<file path="src/rtl/color_threshold_bounding_box_macros.svh">
// ----------------------------------------------------------------------------
// Color threshold bounding box: assertion macros
// Shared concurrent assertion forms, clocked on clock and off during reset.
// ----------------------------------------------------------------------------
`ifndef COLOR_THRESHOLD_BOUNDING_BOX_MACROS_SVH
`define COLOR_THRESHOLD_BOUNDING_BOX_MACROS_SVH

// same-cycle implication
`define CTBB_ASSERT_NOW(label, ante, cons, msg) \
   label: assert property (@(posedge clock) disable iff (reset) (ante) |-> (cons)) \
      else $error(msg);

// next-cycle implication
`define CTBB_ASSERT_NEXT(label, ante, cons, msg) \
   label: assert property (@(posedge clock) disable iff (reset) (ante) |=> (cons)) \
      else $error(msg);

`endif

</file>
<file path="src/rtl/ctbb_pkg.sv">
// ----------------------------------------------------------------------------
// Color threshold bounding box: package
// Register indexes, payload layouts and fixed field widths.
// ----------------------------------------------------------------------------
package ctbb_pkg;

   localparam int CH_W      = 8;
   localparam int PIX_W     = 3 * CH_W;
   localparam int MIN_W     = 13;
   localparam int MAX_W     = 12;
   localparam int BOX_W     = 2 * MIN_W + 2 * MAX_W;
   localparam int RSP_W     = ((BOX_W + 7) / 8) * 8;
   localparam int CSR_IDX_W = 3;

   typedef enum logic [CSR_IDX_W-1:0] {
      REG_BLUE_LOW   = 3'd0,
      REG_BLUE_HIGH  = 3'd1,
      REG_GREEN_LOW  = 3'd2,
      REG_GREEN_HIGH = 3'd3,
      REG_RED_LOW    = 3'd4,
      REG_RED_HIGH   = 3'd5,
      REG_STEP_X     = 3'd6,
      REG_STEP_Y     = 3'd7
   } reg_index_type;

   typedef struct packed {
      logic [CH_W-1:0] red;
      logic [CH_W-1:0] green;
      logic [CH_W-1:0] blue;
   } pixel_type;

   typedef struct packed {
      logic [MAX_W-1:0] max_y;
      logic [MAX_W-1:0] max_x;
      logic [MIN_W-1:0] min_y;
      logic [MIN_W-1:0] min_x;
   } box_type;

   typedef struct packed {
      logic [CH_W-1:0] blue_low;
      logic [CH_W-1:0] blue_high;
      logic [CH_W-1:0] green_low;
      logic [CH_W-1:0] green_high;
      logic [CH_W-1:0] red_low;
      logic [CH_W-1:0] red_high;
      logic [CH_W-1:0] step_x;
      logic [CH_W-1:0] step_y;
   } config_type;

   localparam config_type CONFIG_RESET = '{
      blue_low:   8'd0,
      blue_high:  8'd15,
      green_low:  8'd20,
      green_high: 8'd70,
      red_low:    8'd40,
      red_high:   8'd255,
      step_x:     8'd1,
      step_y:     8'd1
   };

endpackage

</file>
<file path="src/rtl/color_threshold_bounding_box.sv">
// ----------------------------------------------------------------------------
// Color threshold bounding box
// Samples a raster BGR pixel stream on a step grid, thresholds each channel
// and reports the bounding box of all hits once per frame.
//
//   channel  direction  payload
//   req_     in         tdata {red, green, blue}, tuser end_of_line,
//                       tlast end_of_frame
//   rsp_     out        tdata {max_y, max_x, min_y, min_x}, tuser found
//   csr_     in         csr_index register, csr_data value
//
// One pixel per cycle, except that an end-of-frame pixel waits for a free result.
// The input register feeds one compare and min/max stage into the result
// register. A stalled result holds only end-of-frame pixels; other pixels
// keep flowing. Reset restores the register defaults and clears the frame.
// ----------------------------------------------------------------------------
`include "color_threshold_bounding_box_macros.svh"

module color_threshold_bounding_box #(
   parameter int MAX_WIDTH  = 4096,
   parameter int MAX_HEIGHT = 4096
) (
   input  logic                                clock,
   input  logic                                reset,
   input  logic                                req_tvalid,
   output logic                                req_tready,
   input  logic [ctbb_pkg::PIX_W-1:0]          req_tdata,  // blue, green, red
   input  logic                                req_tuser,  // end_of_line
   input  logic                                req_tlast,  // end_of_frame
   output logic                                rsp_tvalid,
   input  logic                                rsp_tready,
   output logic [ctbb_pkg::RSP_W-1:0]          rsp_tdata,  // min_x, min_y, max_x, max_y
   output logic                                rsp_tuser,  // found
   input  logic                                csr_valid,
   output logic                                csr_ready,
   input  logic [ctbb_pkg::CSR_IDX_W-1:0]      csr_index,
   input  logic [ctbb_pkg::CH_W-1:0]           csr_data
);

   localparam int XW  = (MAX_WIDTH  > 2) ? $clog2(MAX_WIDTH)  : 1;
   localparam int YW  = (MAX_HEIGHT > 2) ? $clog2(MAX_HEIGHT) : 1;
   localparam int LWW = $clog2(MAX_WIDTH + 1);
   localparam logic [XW-1:0] X_LAST = XW'(MAX_WIDTH - 1);
   localparam logic [YW-1:0] Y_LAST = YW'(MAX_HEIGHT - 1);

   ctbb_pkg::config_type cfg_ff, cfg_in;

   logic                   p1_valid_ff, p1_valid_in;
   ctbb_pkg::pixel_type    p1_pix_ff,   p1_pix_in;
   logic                   p1_eol_ff,   p1_eol_in;
   logic                   p1_eof_ff,   p1_eof_in;

   logic [XW-1:0]          col_ff,   col_in;
   logic [YW-1:0]          row_ff,   row_in;
   logic [7:0]             colph_ff, colph_in;
   logic [7:0]             rowph_ff, rowph_in;
   logic [LWW-1:0]         lw_ff,    lw_in;
   logic                   hit_ff,   hit_in;
   logic [XW-1:0]          lx_ff,    lx_in;
   logic [YW-1:0]          ly_ff,    ly_in;
   logic [XW-1:0]          mx_ff,    mx_in;
   logic [YW-1:0]          my_ff,    my_in;

   logic                   rsp_valid_ff, rsp_valid_in;
   ctbb_pkg::box_type      rsp_box_ff,   rsp_box_in;
   logic                   rsp_found_ff, rsp_found_in;

   logic                   out_free;
   logic                   proc;
   logic                   pix_hit;
   logic [7:0]             step_x_eff, step_y_eff;
   logic [LWW-1:0]         cur_width;
   logic                   upd_hit;
   logic [XW-1:0]          upd_lx, upd_mx;
   logic [YW-1:0]          upd_ly, upd_my;
   logic [LWW-1:0]         upd_lw;
   logic [YW:0]            height;
   logic [8:0]             colph_inc, rowph_inc;

   // configuration
   assign csr_ready = 1'b1;

   always_comb begin
      cfg_in = cfg_ff;
      if (csr_valid) begin
         case (ctbb_pkg::reg_index_type'(csr_index))
            ctbb_pkg::REG_BLUE_LOW:   cfg_in.blue_low   = csr_data;
            ctbb_pkg::REG_BLUE_HIGH:  cfg_in.blue_high  = csr_data;
            ctbb_pkg::REG_GREEN_LOW:  cfg_in.green_low  = csr_data;
            ctbb_pkg::REG_GREEN_HIGH: cfg_in.green_high = csr_data;
            ctbb_pkg::REG_RED_LOW:    cfg_in.red_low    = csr_data;
            ctbb_pkg::REG_RED_HIGH:   cfg_in.red_high   = csr_data;
            ctbb_pkg::REG_STEP_X:     cfg_in.step_x     = csr_data;
            ctbb_pkg::REG_STEP_Y:     cfg_in.step_y     = csr_data;
            default:                  cfg_in = cfg_ff;
         endcase
      end
   end

   // flow control
   assign out_free   = !rsp_valid_ff || rsp_tready;
   assign proc       = p1_valid_ff && (!p1_eof_ff || out_free);
   assign req_tready = !p1_valid_ff || proc;

   always_comb begin
      p1_valid_in = p1_valid_ff;
      p1_pix_in   = p1_pix_ff;
      p1_eol_in   = p1_eol_ff;
      p1_eof_in   = p1_eof_ff;
      if (req_tready) begin
         p1_valid_in = req_tvalid;
         p1_pix_in   = ctbb_pkg::pixel_type'(req_tdata);
         p1_eol_in   = req_tuser;
         p1_eof_in   = req_tlast;
      end
   end

   // threshold and box update
   always_comb begin
      step_x_eff = (cfg_ff.step_x == 8'd0) ? 8'd1 : cfg_ff.step_x;
      step_y_eff = (cfg_ff.step_y == 8'd0) ? 8'd1 : cfg_ff.step_y;
      colph_inc  = {1'b0, colph_ff} + 9'd1;
      rowph_inc  = {1'b0, rowph_ff} + 9'd1;

      pix_hit = (colph_ff == 8'd0) && (rowph_ff == 8'd0)
             && (p1_pix_ff.blue  > cfg_ff.blue_low)  && (p1_pix_ff.blue  < cfg_ff.blue_high)
             && (p1_pix_ff.green > cfg_ff.green_low) && (p1_pix_ff.green < cfg_ff.green_high)
             && (p1_pix_ff.red   > cfg_ff.red_low)   && (p1_pix_ff.red   < cfg_ff.red_high);

      upd_hit = hit_ff || pix_hit;
      upd_lx  = (pix_hit && (col_ff < lx_ff)) ? col_ff : lx_ff;
      upd_ly  = (pix_hit && (row_ff < ly_ff)) ? row_ff : ly_ff;
      upd_mx  = (pix_hit && (col_ff > mx_ff)) ? col_ff : mx_ff;
      upd_my  = (pix_hit && (row_ff > my_ff)) ? row_ff : my_ff;

      cur_width = LWW'(col_ff) + LWW'(1);
      upd_lw    = (cur_width > lw_ff) ? cur_width : lw_ff;
      height    = {1'b0, row_ff} + {{YW{1'b0}}, 1'b1};

      col_in   = col_ff;
      row_in   = row_ff;
      colph_in = colph_ff;
      rowph_in = rowph_ff;
      lw_in    = lw_ff;
      hit_in   = hit_ff;
      lx_in    = lx_ff;
      ly_in    = ly_ff;
      mx_in    = mx_ff;
      my_in    = my_ff;

      if (proc) begin
         if (p1_eof_ff) begin
            col_in   = '0;
            row_in   = '0;
            colph_in = '0;
            rowph_in = '0;
            lw_in    = '0;
            hit_in   = 1'b0;
            lx_in    = '1;
            ly_in    = '1;
            mx_in    = '0;
            my_in    = '0;
         end else begin
            lw_in  = upd_lw;
            hit_in = upd_hit;
            lx_in  = upd_lx;
            ly_in  = upd_ly;
            mx_in  = upd_mx;
            my_in  = upd_my;
            if (p1_eol_ff) begin
               col_in   = '0;
               colph_in = '0;
               row_in   = (row_ff < Y_LAST) ? row_ff + YW'(1) : row_ff;
               rowph_in = (rowph_inc >= {1'b0, step_y_eff}) ? 8'd0 : rowph_inc[7:0];
            end else begin
               col_in   = (col_ff < X_LAST) ? col_ff + XW'(1) : col_ff;
               colph_in = (colph_inc >= {1'b0, step_x_eff}) ? 8'd0 : colph_inc[7:0];
            end
         end
      end
   end

   // result register
   always_comb begin
      rsp_valid_in = rsp_valid_ff;
      rsp_box_in   = rsp_box_ff;
      rsp_found_in = rsp_found_ff;
      if (proc && p1_eof_ff) begin
         rsp_valid_in = 1'b1;
         rsp_found_in = upd_hit;
         if (upd_hit) begin
            rsp_box_in.min_x = ctbb_pkg::MIN_W'(upd_lx);
            rsp_box_in.min_y = ctbb_pkg::MIN_W'(upd_ly);
            rsp_box_in.max_x = ctbb_pkg::MAX_W'(upd_mx);
            rsp_box_in.max_y = ctbb_pkg::MAX_W'(upd_my);
         end else begin
            rsp_box_in.min_x = ctbb_pkg::MIN_W'(upd_lw);
            rsp_box_in.min_y = ctbb_pkg::MIN_W'(height);
            rsp_box_in.max_x = '0;
            rsp_box_in.max_y = '0;
         end
      end else if (rsp_tready) begin
         rsp_valid_in = 1'b0;
      end
   end

   always_ff @(posedge clock) begin
      if (reset) begin
         cfg_ff       <= ctbb_pkg::CONFIG_RESET;
         p1_valid_ff  <= 1'b0;
         col_ff       <= '0;
         row_ff       <= '0;
         colph_ff     <= '0;
         rowph_ff     <= '0;
         lw_ff        <= '0;
         hit_ff       <= 1'b0;
         lx_ff        <= '1;
         ly_ff        <= '1;
         mx_ff        <= '0;
         my_ff        <= '0;
         rsp_valid_ff <= 1'b0;
      end else begin
         cfg_ff       <= cfg_in;
         p1_valid_ff  <= p1_valid_in;
         col_ff       <= col_in;
         row_ff       <= row_in;
         colph_ff     <= colph_in;
         rowph_ff     <= rowph_in;
         lw_ff        <= lw_in;
         hit_ff       <= hit_in;
         lx_ff        <= lx_in;
         ly_ff        <= ly_in;
         mx_ff        <= mx_in;
         my_ff        <= my_in;
         rsp_valid_ff <= rsp_valid_in;
      end
   end

   always_ff @(posedge clock) begin
      p1_pix_ff    <= p1_pix_in;
      p1_eol_ff    <= p1_eol_in;
      p1_eof_ff    <= p1_eof_in;
      rsp_box_ff   <= rsp_box_in;
      rsp_found_ff <= rsp_found_in;
   end

   assign rsp_tvalid = rsp_valid_ff;
   assign rsp_tuser  = rsp_found_ff;
   assign rsp_tdata  = ctbb_pkg::RSP_W'(rsp_box_ff);

   `CTBB_ASSERT_NOW(a_empty_box_zero_max, rsp_tvalid && !rsp_tuser, rsp_tdata[ctbb_pkg::BOX_W-1:2*ctbb_pkg::MIN_W] == '0, "empty frame result has nonzero max")
   `CTBB_ASSERT_NEXT(a_frame_clears, proc && p1_eof_ff, col_ff == '0 && row_ff == '0 && !hit_ff, "frame state not cleared after end of frame")
   `CTBB_ASSERT_NEXT(a_pixel_held, p1_valid_ff && !proc, p1_valid_ff && p1_eof_ff, "stalled pixel lost")

endmodule

</file>
<file path="config.mk">
export PLATFORM = sky130hd
export DESIGN_NAME = color_threshold_bounding_box
export DESIGN_NICKNAME = d
export VERILOG_FILES = /design/src/rtl/ctbb_pkg.sv /design/src/rtl/color_threshold_bounding_box.sv
export VERILOG_INCLUDE_DIRS = /design/src /design/src/rtl
export SDC_FILE = /design/constraint.sdc
export NUM_CORES = 1
export LEC_CHECK = 0
export ABC_AREA = 1
export ABC_CLOCK_PERIOD_IN_PS = 4350
export BUFFER_PORTS_ARGS = -buffer_cell sky130_fd_sc_hd__buf_2
export CORE_ASPECT_RATIO = 0.6
export CORE_MARGIN = 3
export CORE_UTILIZATION = 61
export DETAILED_ROUTE_END_ITERATION = 7
export GPL_TIMING_DRIVEN = 0
export PLACE_DENSITY = 0.8
export SYNTH_ARGS = -nofsm -noshare
export SYNTH_HDL_FRONTEND = slang
export SYNTH_SLANG_ARGS = --single-unit
</file>
<file path="constraint.sdc">
create_clock -name clock -period 4.35 [get_ports clock]
set_input_delay 0.435 -clock clock [delete_from_list [all_inputs] [get_ports clock]]
set_output_delay 0.435 -clock clock [all_outputs]
set_load 0.02 [all_outputs]
</file>
==> results of run 1 <==
routing by layer:
metal | global-route usage | vias to the layer above | part of all wire
met3 | 0.117 | 78 | 0.15
li1 | - | 6101 | -
met1 | 0.496 | 5811 | 0.46
met2 | 0.420 | 747 | 0.37
met5 | 0 | - | 0
met4 | 0.0640 | 0 | 0.018
final cells by class:
type	count	area [sq um]	share of cell area
buffer	72	335	0.0221
clock buffer	33	633	0.0418
clock inverter	8	37.5	0.00248
inverter	231	867	0.0572
multi-input combinational	1227	6730	0.444
sequential	245	5680	0.375
tap	279	349	0.0230
timing repair buffer	98	523	0.0345
Yosys cell counts, drive strengths merged, types with 2 or more instances:
cell and number:
nand4 40, nand3b 3, nand2 476, a41o 2
inv 228, clkinv 3, a21o 2, o21ai 70
xnor2 3, nor3 10, nor4 10, buf 24
nor2 95, nand3 113, dfxtp 168, xor2 23
ha 126, a211oi 2, conb 2, a21boi 2
clkbuf 48, o21bai 5, edfxtp 77, o211ai 19
a21oi 213, o21a 2
worst max-delay path, stage by stage, from the launching register on:
cell and delay (ns):
dfxtp_1 0.49, ha_1 0.34, nand2_1 0.08, nor2_1 0.17
nand3_1 0.17, nor4_2 0.37, nand2_1 0.09, nor3_1 0.35
ha_1 0.24, nand2_1 0.10, nor4_1 0.28, o21ai_0 0.12
nand2_1 0.14, clkbuf_1 0.46, nand3_1 0.20, nand2_1 0.15
nand2_1 0.07, nand2_1 0.15
power by group through the flow:
stage | Clock (W) | Sequential [W] | Combinational [W]
after CTS | 0.00190 | 0.00245 | 0.000493
after global placement | 0 | 0.00250 | 0.000467
after global routing | 0.00200 | 0.00246 | 0.000566
after floorplan | 0 | 0.00251 | 0.000308
after detailed placement | 0 | 0.00250 | 0.000490
final | 0.00190 | 0.00245 | 0.000514
state kept, by name (all words and copies together), names as in the netlist, 12 cells and up:
name       flops
lw_ff         13
cfg_ff        64
rsp_tdata     50
col_ff        12
my_ff         12
lx_ff         12
mx_ff         12
row_ff        12
p1_pix_ff     24
ly_ff         12
repair_timing:
item                                    CTS  global route
buffers inserted                          0             3
endpoints found under the setup margin    0            24
gates resized for setup                   0             3
cells by family (layout without fill, tap and decap cells):
logic type | count (synthesis) | count (layout) | synth area share
buffers and inverters | 303 | 442 | 0.0886
other | 2 | 7 | 0.000553
AOI/OAI and AO/OA | 319 | 319 | 0.128
and+or+nand+nor | 749 | 749 | 0.232
DFF | 245 | 245 | 0.418
adders and majority gates | 126 | 126 | 0.116
xor gates and xnor gates | 26 | 26 | 0.0168
how the worst min path moves through the flow:
stage | to | depth (start not counted)
2_1_floorplan | cfg_ff[48]$_SDFFE_PP1P_ | 2
3_3_place_gp | cfg_ff[48]$_SDFFE_PP1P_ | 2
3_5_place_dp | cfg_ff[48]$_SDFFE_PP1P_ | 2
4_1_cts | p1_pix_ff[0]$_DFFE_PP_ | 1
5_1_grt | p1_pix_ff[8]$_DFFE_PP_ | 1
6_report | p1_pix_ff[0]$_DFFE_PP_ | 1
stage by stage:
step / util / setup slack (ns) / hold WS, ns / instances
floorplan: - / 1.28 / 0.429 / 1775
global placement: 0.672 / 0.167 / 0.438 / 2147
detailed placement: 0.673 / 0.135 / 0.445 / 2149
CTS: 0.705 / 0.0517 / 0.0618 / 2190
global route: 0.706 / 0.000670 / 0.0645 / 2193
finish: 0.706 / 0.219 / 0.0716 / 2193
==> impl_metrics.tcl, run 1 <==
set metrics [dict create \
    status "complete, no violations" \
    hold_viol_final 0 \
    worst_slew_pin_slew_ns 0.808 \
    clk_latency_ns 0.54 \
    synth_area_sq_um 13600 \
    netlist_top_cells_area "dfxtp_1, edfxtp_1, nand2_1" \
    coreArea_sq_um 21400 \
    grt_pass1_wl_mm 60.5 \
    die_w_um 199 \
    overflow 0 \
    synth_edf_count 77 \
    fillerInstances 1791 \
    cts_buffers 23 \
    synth_cells 1770 \
    fmax_mhz 242 \
    drive_gt1_frac 0.0920 \
    crit_path_start_kind "register" \
    reg2reg_depth 17 \
    syn_to_final_growth_pct 11.6 \
    num_io_pins 102 \
    cts.sinks 245 \
    ys_ff_latch 245 \
    ys_seq_area_frac 0.418 \
    required_ns 4.73 \
    grt_usage 0.319 \
    ctsRootBufferMaster "clkbuf_16" \
    yosys_warnings 0 \
    drc 0 \
    synth_area_leader_cell "dfxtp_1" \
    rows 41 \
    gp_congestion 1.02 \
    cp-startpoint "col_ff[0]$_SDFFE_PP0P_" \
    internal_power_w 0.00359 \
    ir_worst_vdd_v 0.000353 \
    die_h_um 122 \
    ctsLongestPathBuffers 3 \
    vias 12737 \
    grt_start_max_net_pins 43 \
    grt_pass1_vias 11473 \
    cts_tree "yes" \
    power_density_nw_per_um2 321 \
    layout_commonest_cell "nand2_1" \
    first_pass_iters 7 \
    drv_cap 0 \
    clk_pin_slew_worst_paths_ns 0.07 \
    hold_path.class "in -> reg" \
    antenna_found_initial 0 \
    path_class "reg -> reg" \
    dieArea_sq_um 24100 \
    cp-end-kind "register" \
    yosysTopAreaCellShare 0.248 \
    start_util 0.633 \
    total_power_w 0.00486 \
    crit_path_end "rsp_tdata[6]$_DFFE_PP_" \
    p_seq_frac 0.505 \
    slew_viol_final 0 \
    hold_buffers 0 \
    r2r_slack_ns 0.22 \
    placed_area_sq_um 14400 \
    period_minus_slack_ns 4.13 \
    clock_power_share 0.390 \
    final_cell_area_sq_um 15100 \
    final_nets 2066 \
    portBuffers 93 \
    comb_power_share 0.106 \
    n_antenna_cell 0 \
    timing.slew.headroom 0.461 \
    wirelength_mm 39.1 \
    ys_types 43 \
    hold_start "req_tdata[0]" \
    synth_flop_cell "dfxtp_1" \
    syn_area_per_cell_sq_um 7.67 \
    period_share 0.950 \
    skew_ns 0.0102 \
    switchingPower_w 0.00128 \
    fin_tns_setup_ns 0 \
    cp.arrival_ns 4.51 \
    swShare 0.262 \
    worstPathMaxFanout 10 \
    setup_viol 0 \
    r2r_end "rsp_tdata[6]$_DFFE_PP_" \
    drtIter0Drc 1639 \
    final_cell_mix "nand2_1, inv_1, a21oi_1, dfxtp_1, ha_1" \
    htreeDepth 1 \
    p_leak_nw 6.84 \
    wl_per_cell_um 17.8 \
    viasPerCell 5.81 \
    hpwl_mm 30.1 \
    ant_nets 0 \
    r2r_start "col_ff[0]$_SDFFE_PP0P_" \
    rsz0062_at_grt "false" \
    synth-async-reset-ratio 0 \
]
Power figures use the tool's default switching activity.
==> run 2, diff against run 1 <==
- BUFFER_PORTS_ARGS: -buffer_cell sky130_fd_sc_hd__buf_2 -> default
- CAP_MARGIN: default -> 5
- CORE_UTILIZATION: 61 -> 64
- DONT_BUFFER_PORTS: default -> 1
- PLACE_DENSITY: 0.8 -> 0.79
==> run 2 against run 1 <==
Against the previous run: via count fell by 2.6%; clock skew rose by 0.0012 ns; critical endpoint is now rsp_tdata[1]$_DFFE_PP_; clock-buffer cell count fell by 3.
==> impl_metrics.tcl, run 2 (synthesis results as in run 1) <==
set metrics [dict create \
    status "complete, no violations" \
    crit_buf_inv 3 \
    first_pass_iters 6 \
    viasPerCell 5.86 \
    final_cell_mix "nand2_1, inv_1, a21oi_1, dfxtp_1, ha_1" \
    clock_power_share 0.414 \
    worstPathMaxFanout 10 \
    max_stage_delay_ns 0.53 \
    vias 12411 \
    path_class "reg -> reg" \
    die_w_um 194 \
    rsz0062_at_grt "false" \
    wirelength_mm 38.9 \
    num_io_pins 102 \
    required_ns 4.69 \
    cp-end-kind "register" \
    cts_tree "yes" \
    antenna_found_initial 0 \
    wl_per_cell_um 18.3 \
    total_power_w 0.00501 \
    switchingPower_w 0.00126 \
    htreeDepth 1 \
    clk_latency_ns 0.53 \
    cp_common_cell "nand2_1" \
    portBuffers 0 \
    drtIter0Drc 1500 \
    cp-startpoint "col_ff[0]$_SDFFE_PP0P_" \
    period_minus_slack_ns 4.13 \
    regMostFlops "cfg_ff" \
    crit_path_top_delay_cell "dfxtp_1" \
    r2r_start "col_ff[0]$_SDFFE_PP0P_" \
    cp.arrival_ns 4.46 \
    worst_slew_pin_slew_ns 0.976 \
    p_leak_nw 6.62 \
    dieArea_sq_um 23000 \
    ir_worst_vdd_v 0.000312 \
    slew_viol_final 0 \
    hpwl_mm 29.0 \
    p_seq_frac 0.493 \
    path_delay_family "simple AND/OR/NAND/NOR gates" \
    die_h_um 119 \
    largest_reg_flops 64 \
    grt_start_max_net_pins 45 \
    skew_ns 0.0114 \
    crit_path_start_kind "register" \
    coreArea_sq_um 20400 \
    syn_to_final_growth_pct 10.6 \
    overflow 0 \
    drv_cap 0 \
    ant_nets 0 \
    fin_tns_setup_ns 0 \
    start_util 0.665 \
    gp_congestion 1.01 \
    drive_gt1_frac 0.0482 \
    power_density_nw_per_um2 334 \
    cts.sinks 245 \
    timing.slew.headroom 0.349 \
    hold_path.class "in -> reg" \
    cts_buffers 23 \
    internal_power_w 0.00376 \
    layout_commonest_cell "nand2_1" \
    grt_usage 0.328 \
    drc 0 \
    grt_pass1_wl_mm 60.9 \
    path_cells "inv_1 -> nor3_2 -> nand2_1 -> nor2_1 -> nand3_1 -> nand2_1 -> inv_1 -> ha_1 -> nand2_1 -> nor4_1 -> nand4_1 -> nand2_2 -> buf_2 -> nand2_1 -> nand2_1 -> nand2_1 -> nand2_1" \
    n_antenna_cell 0 \
    comb_power_share 0.093 \
    rows 40 \
    clk_pin_slew_worst_paths_ns 0.06 \
    swShare 0.251 \
    postLayoutCoreUtil 0.735 \
    ctsLongestPathBuffers 3 \
    fmax_mhz 242 \
    hold_viol_final 0 \
    grt_pass1_vias 11435 \
    final_nets 1998 \
    period_share 0.948 \
    ctsRootBufferMaster "clkbuf_16" \
    setup_viol 0 \
    hold_start "csr_data[1]" \
]
==> run 2: cell type report <==
cell class                      count  area, sq um
Fill cell                        1624         5410
Sequential cell                   245         5680
Buffer                             72          335
Clock buffer                       30          622
Clock inverter                     11          130
Timing Repair Buffer               30          303
Tap cell                          273          342
Multi-Input combinational cell   1227         6730
Inverter                          231          867
==> run 2: worst reg2reg max path: stages, from the launching register on <==
cell and delay [ns]:
dfxtp_1 0.53, inv_1 0.22, nor3_2 0.48, nand2_1 0.10
nor2_1 0.21, nand3_1 0.10, nand2_1 0.11, inv_1 0.12
ha_1 0.31, nand2_1 0.11, nor4_1 0.31, nand4_1 0.34
nand2_2 0.28, buf_2 0.29, nand2_1 0.08, nand2_1 0.10
nand2_1 0.06, nand2_1 0.20
==> run 2: power groups by stage <==
| stage | sequential (W) | combinational [W] | clock, W |
|---|---|---|---|
| after floorplan | 0.00251 | 0.000308 | 0 |
| after global placement | 0.00252 | 0.000408 | 0 |
| after detailed placement | 0.00252 | 0.000426 | 0 |
| after CTS | 0.00247 | 0.000440 | 0.00208 |
| after global routing | 0.00248 | 0.000519 | 0.00219 |
| final | 0.00247 | 0.000467 | 0.00208 |
==> run 2: timing repair <==
action / in CTS / in global routing
hold endpoints to repair: 14 / 12
resized for setup: 0 / 3
setup buffers: 0 / 3
setup endpoints to repair: 0 / 24
hold buffers: 14 / 12
==> run 2: final timing paths <==
kind              cells after the start                       to  slack (ns)
hold reg to reg                       2  cfg_ff[43]$_SDFFE_PP0P_        0.46
setup / recovery                     17   rsp_tdata[1]$_DFFE_PP_        0.22
hold / removal                        2  cfg_ff[49]$_SDFFE_PP1P_        0.04
setup reg to reg                     17   rsp_tdata[1]$_DFFE_PP_        0.22
==> run 2: stage by stage <==
| step | std cells | setup WS [ns] | cell area [sq um] | hold slack, ns |
|---|---|---|---|---|
| after floorplan | 1775 | 1.28 | 13600 | 0.429 |
| after global placement | 2048 | 0.187 | 13900 | 0.439 |
| after detailed placement | 2049 | 0.0993 | 14000 | 0.452 |
| after CTS | 2104 | 0.0789 | 14800 | 0.00116 |
| after global routing | 2119 | 0.0357 | 15000 | 0.0333 |
| final | 2119 | 0.225 | 15000 | 0.0444 |
==> run 2: per-layer routing <==
layer,wire length [um],GRT usage,up-vias
li1,-,-,5963
met1,18000,0.511,5732
met2,14900,0.440,664
met3,5450,0.116,52
met4,469,0.0502,0
met5,0,0,-
==> run 3, diff against run 2 <==
- HOLD_SLACK_MARGIN: default -> 0.12
==> run 3 against run 2 <==
Against the previous run: routed wire length rose by 2.0%; die area is the same; final area rose by 0.60%; clock skew rose by 0.0037 ns; maximum frequency is 1.3% higher; critical path type unchanged.
==> impl_metrics.tcl, run 3 (synthesis results as in run 1) <==
set metrics [dict create \
    drc 0 \
    fin_tns_setup_ns 0 \
    rows 40 \
    ir_worst_vdd_v 0.000318 \
    grt_pass1_wl_mm 62.5 \
    clk_latency_ns 0.53 \
    path_class "reg -> reg" \
    setup_viol 0 \
    cts_buffers 23 \
    die_h_um 119 \
    wirelength_mm 39.7 \
    placed_area_sq_um 14000 \
    ant_nets 0 \
    vias 12565 \
    largest_reg_flops 64 \
    worst_slew_pin_slew_ns 1.03 \
    cts_tree "yes" \
    die_w_um 194 \
    crit_path_start_kind "register" \
    overflow 0 \
    fin_ws_ns 0.276 \
    drive_gt1_frac 0.0480 \
    first_pass_iters 6 \
    drtIter0Drc 1599 \
    syn_to_final_growth_pct 11.2 \
    fmax_mhz 245 \
    crit_path_top_delay_cell "dfxtp_1" \
    regMostFlops "cfg_ff" \
    skew_ns 0.0151 \
    cp-end-kind "register" \
    cts.sinks 245 \
    final_cell_area_sq_um 15100 \
    num_io_pins 102 \
    timing.slew.headroom 0.312 \
    coreArea_sq_um 20400 \
    antenna_found_initial 2 \
    dieArea_sq_um 23000 \
    period_minus_slack_ns 4.07 \
    ctsRootBufferMaster "clkbuf_16" \
    postLayoutCoreUtil 0.739 \
    final_cell_mix "nand2_1, inv_1, a21oi_1, dfxtp_1, ha_1" \
    max_stage_delay_ns 0.52 \
    drv_cap 0 \
    dp_slack_ns 0.0993 \
    hold_path.class "in -> reg" \
    start_util 0.665 \
    period_share 0.936 \
    crit_buf_inv 3 \
    p_leak_nw 6.66 \
    worstPathMaxFanout 10 \
    n_antenna_cell 0 \
    power_density_nw_per_um2 333 \
    grt_start_max_net_pins 45 \
    layout_commonest_cell "nand2_1" \
    viasPerCell 5.90 \
    cp_common_cell "nand2_1" \
    cp.arrival_ns 4.42 \
    slew_viol_final 0 \
    status "complete, no violations" \
    required_ns 4.69 \
    clk_pin_slew_worst_paths_ns 0.06 \
    fillerInstances 1608 \
    htreeDepth 1 \
    path_delay_family "simple AND/OR/NAND/NOR gates" \
    path_cells "inv_1 -> nor3_2 -> nand2_1 -> nor2_1 -> nand3_1 -> nand2_1 -> inv_1 -> ha_1 -> nand2_1 -> nor4_1 -> nand4_1 -> nand2_2 -> buf_2 -> nand2_1 -> nand2_1 -> nand2_1 -> nand2_1" \
    final_nets 2007 \
    hpwl_mm 29.0 \
    hold_viol_final 0 \
    ctsLongestPathBuffers 3 \
    wl_per_cell_um 18.6 \
    grt_pass1_vias 11632 \
    portBuffers 0 \
    rsz0062_at_grt "false" \
    grt_usage 0.338 \
    gp_congestion 1.01 \
]
run 3: cell types whose count changed in the layout (fill, tap and decap cells not counted):
| cell | previous run | this run |
|---|---|---|
| dlygate4sd3_1 | 26 | 35 |
run 3: power breakdown:
part,internal [W],total [W],switching [W]
sequential,0.00242,0.00247,0.0000511
combinational,0.000156,0.000483,0.000327
clock,0.00119,0.00208,0.000889
run 3: final cells by class:
type / count / area, sq um / area share
Clock inverter: 11 / 130 / 0.00862
Inverter: 231 / 867 / 0.0574
Sequential cell: 245 / 5680 / 0.376
Multi-Input combinational cell: 1227 / 6730 / 0.446
Buffer: 72 / 335 / 0.0222
Tap cell: 273 / 342 / 0.0226
Timing Repair Buffer: 39 / 393 / 0.0260
Clock buffer: 30 / 622 / 0.0412
run 3: worst paths after layout:
path	startpoint	endpoint	slack, ns	depth (start not counted)
hold / removal	csr_data[7]	cfg_ff[63]$_SDFFE_PP0P_	0.13	2
setup reg to reg	col_ff[0]$_SDFFE_PP0P_	rsp_tdata[1]$_DFFE_PP_	0.28	17
hold reg to reg	cfg_ff[54]$_SDFFE_PP0P_	cfg_ff[54]$_SDFFE_PP0P_	0.46	2
setup / recovery	col_ff[0]$_SDFFE_PP0P_	rsp_tdata[1]$_DFFE_PP_	0.28	17
run 3: per-layer routing:
layer  vias to the layer above  wire length (um)  global-route usage
li1                       5987                 -                   -
met5                         -                38                   0
met1                      5818             18200               0.530
met4                         2               399              0.0502
met2                       715             15300               0.456
met3                        43              5750               0.112
run 3: worst reg2reg max path, stage by stage, from the launching register on:
cell and delay [ns]:
dfxtp_1 0.52, inv_1 0.22, nor3_2 0.48, nand2_1 0.10
nor2_1 0.20, nand3_1 0.10, nand2_1 0.11, inv_1 0.12
ha_1 0.31, nand2_1 0.10, nor4_1 0.31, nand4_1 0.34
nand2_2 0.28, buf_2 0.28, nand2_1 0.08, nand2_1 0.10
nand2_1 0.06, nand2_1 0.18
run 3: stage by stage:
step	power, W	hold WS [ns]	std cells
2_1_floorplan	0.00282	0.429	1775
3_3_place_gp	0.00293	0.439	2048
3_5_place_dp	0.00295	0.452	2049
4_1_cts	0.00501	0.120	2124
5_1_grt	0.00520	0.121	2128
6_report	0.00503	0.132	2128
run 3: what timing repair did:
item / 4_1_cts / 5_1_grt
hold buffers: 34 / 1
gates resized for setup: 0 / 3
buffers inserted: 0 / 3
setup endpoints to repair: 0 / 24
hold endpoints to repair: 59 / 1
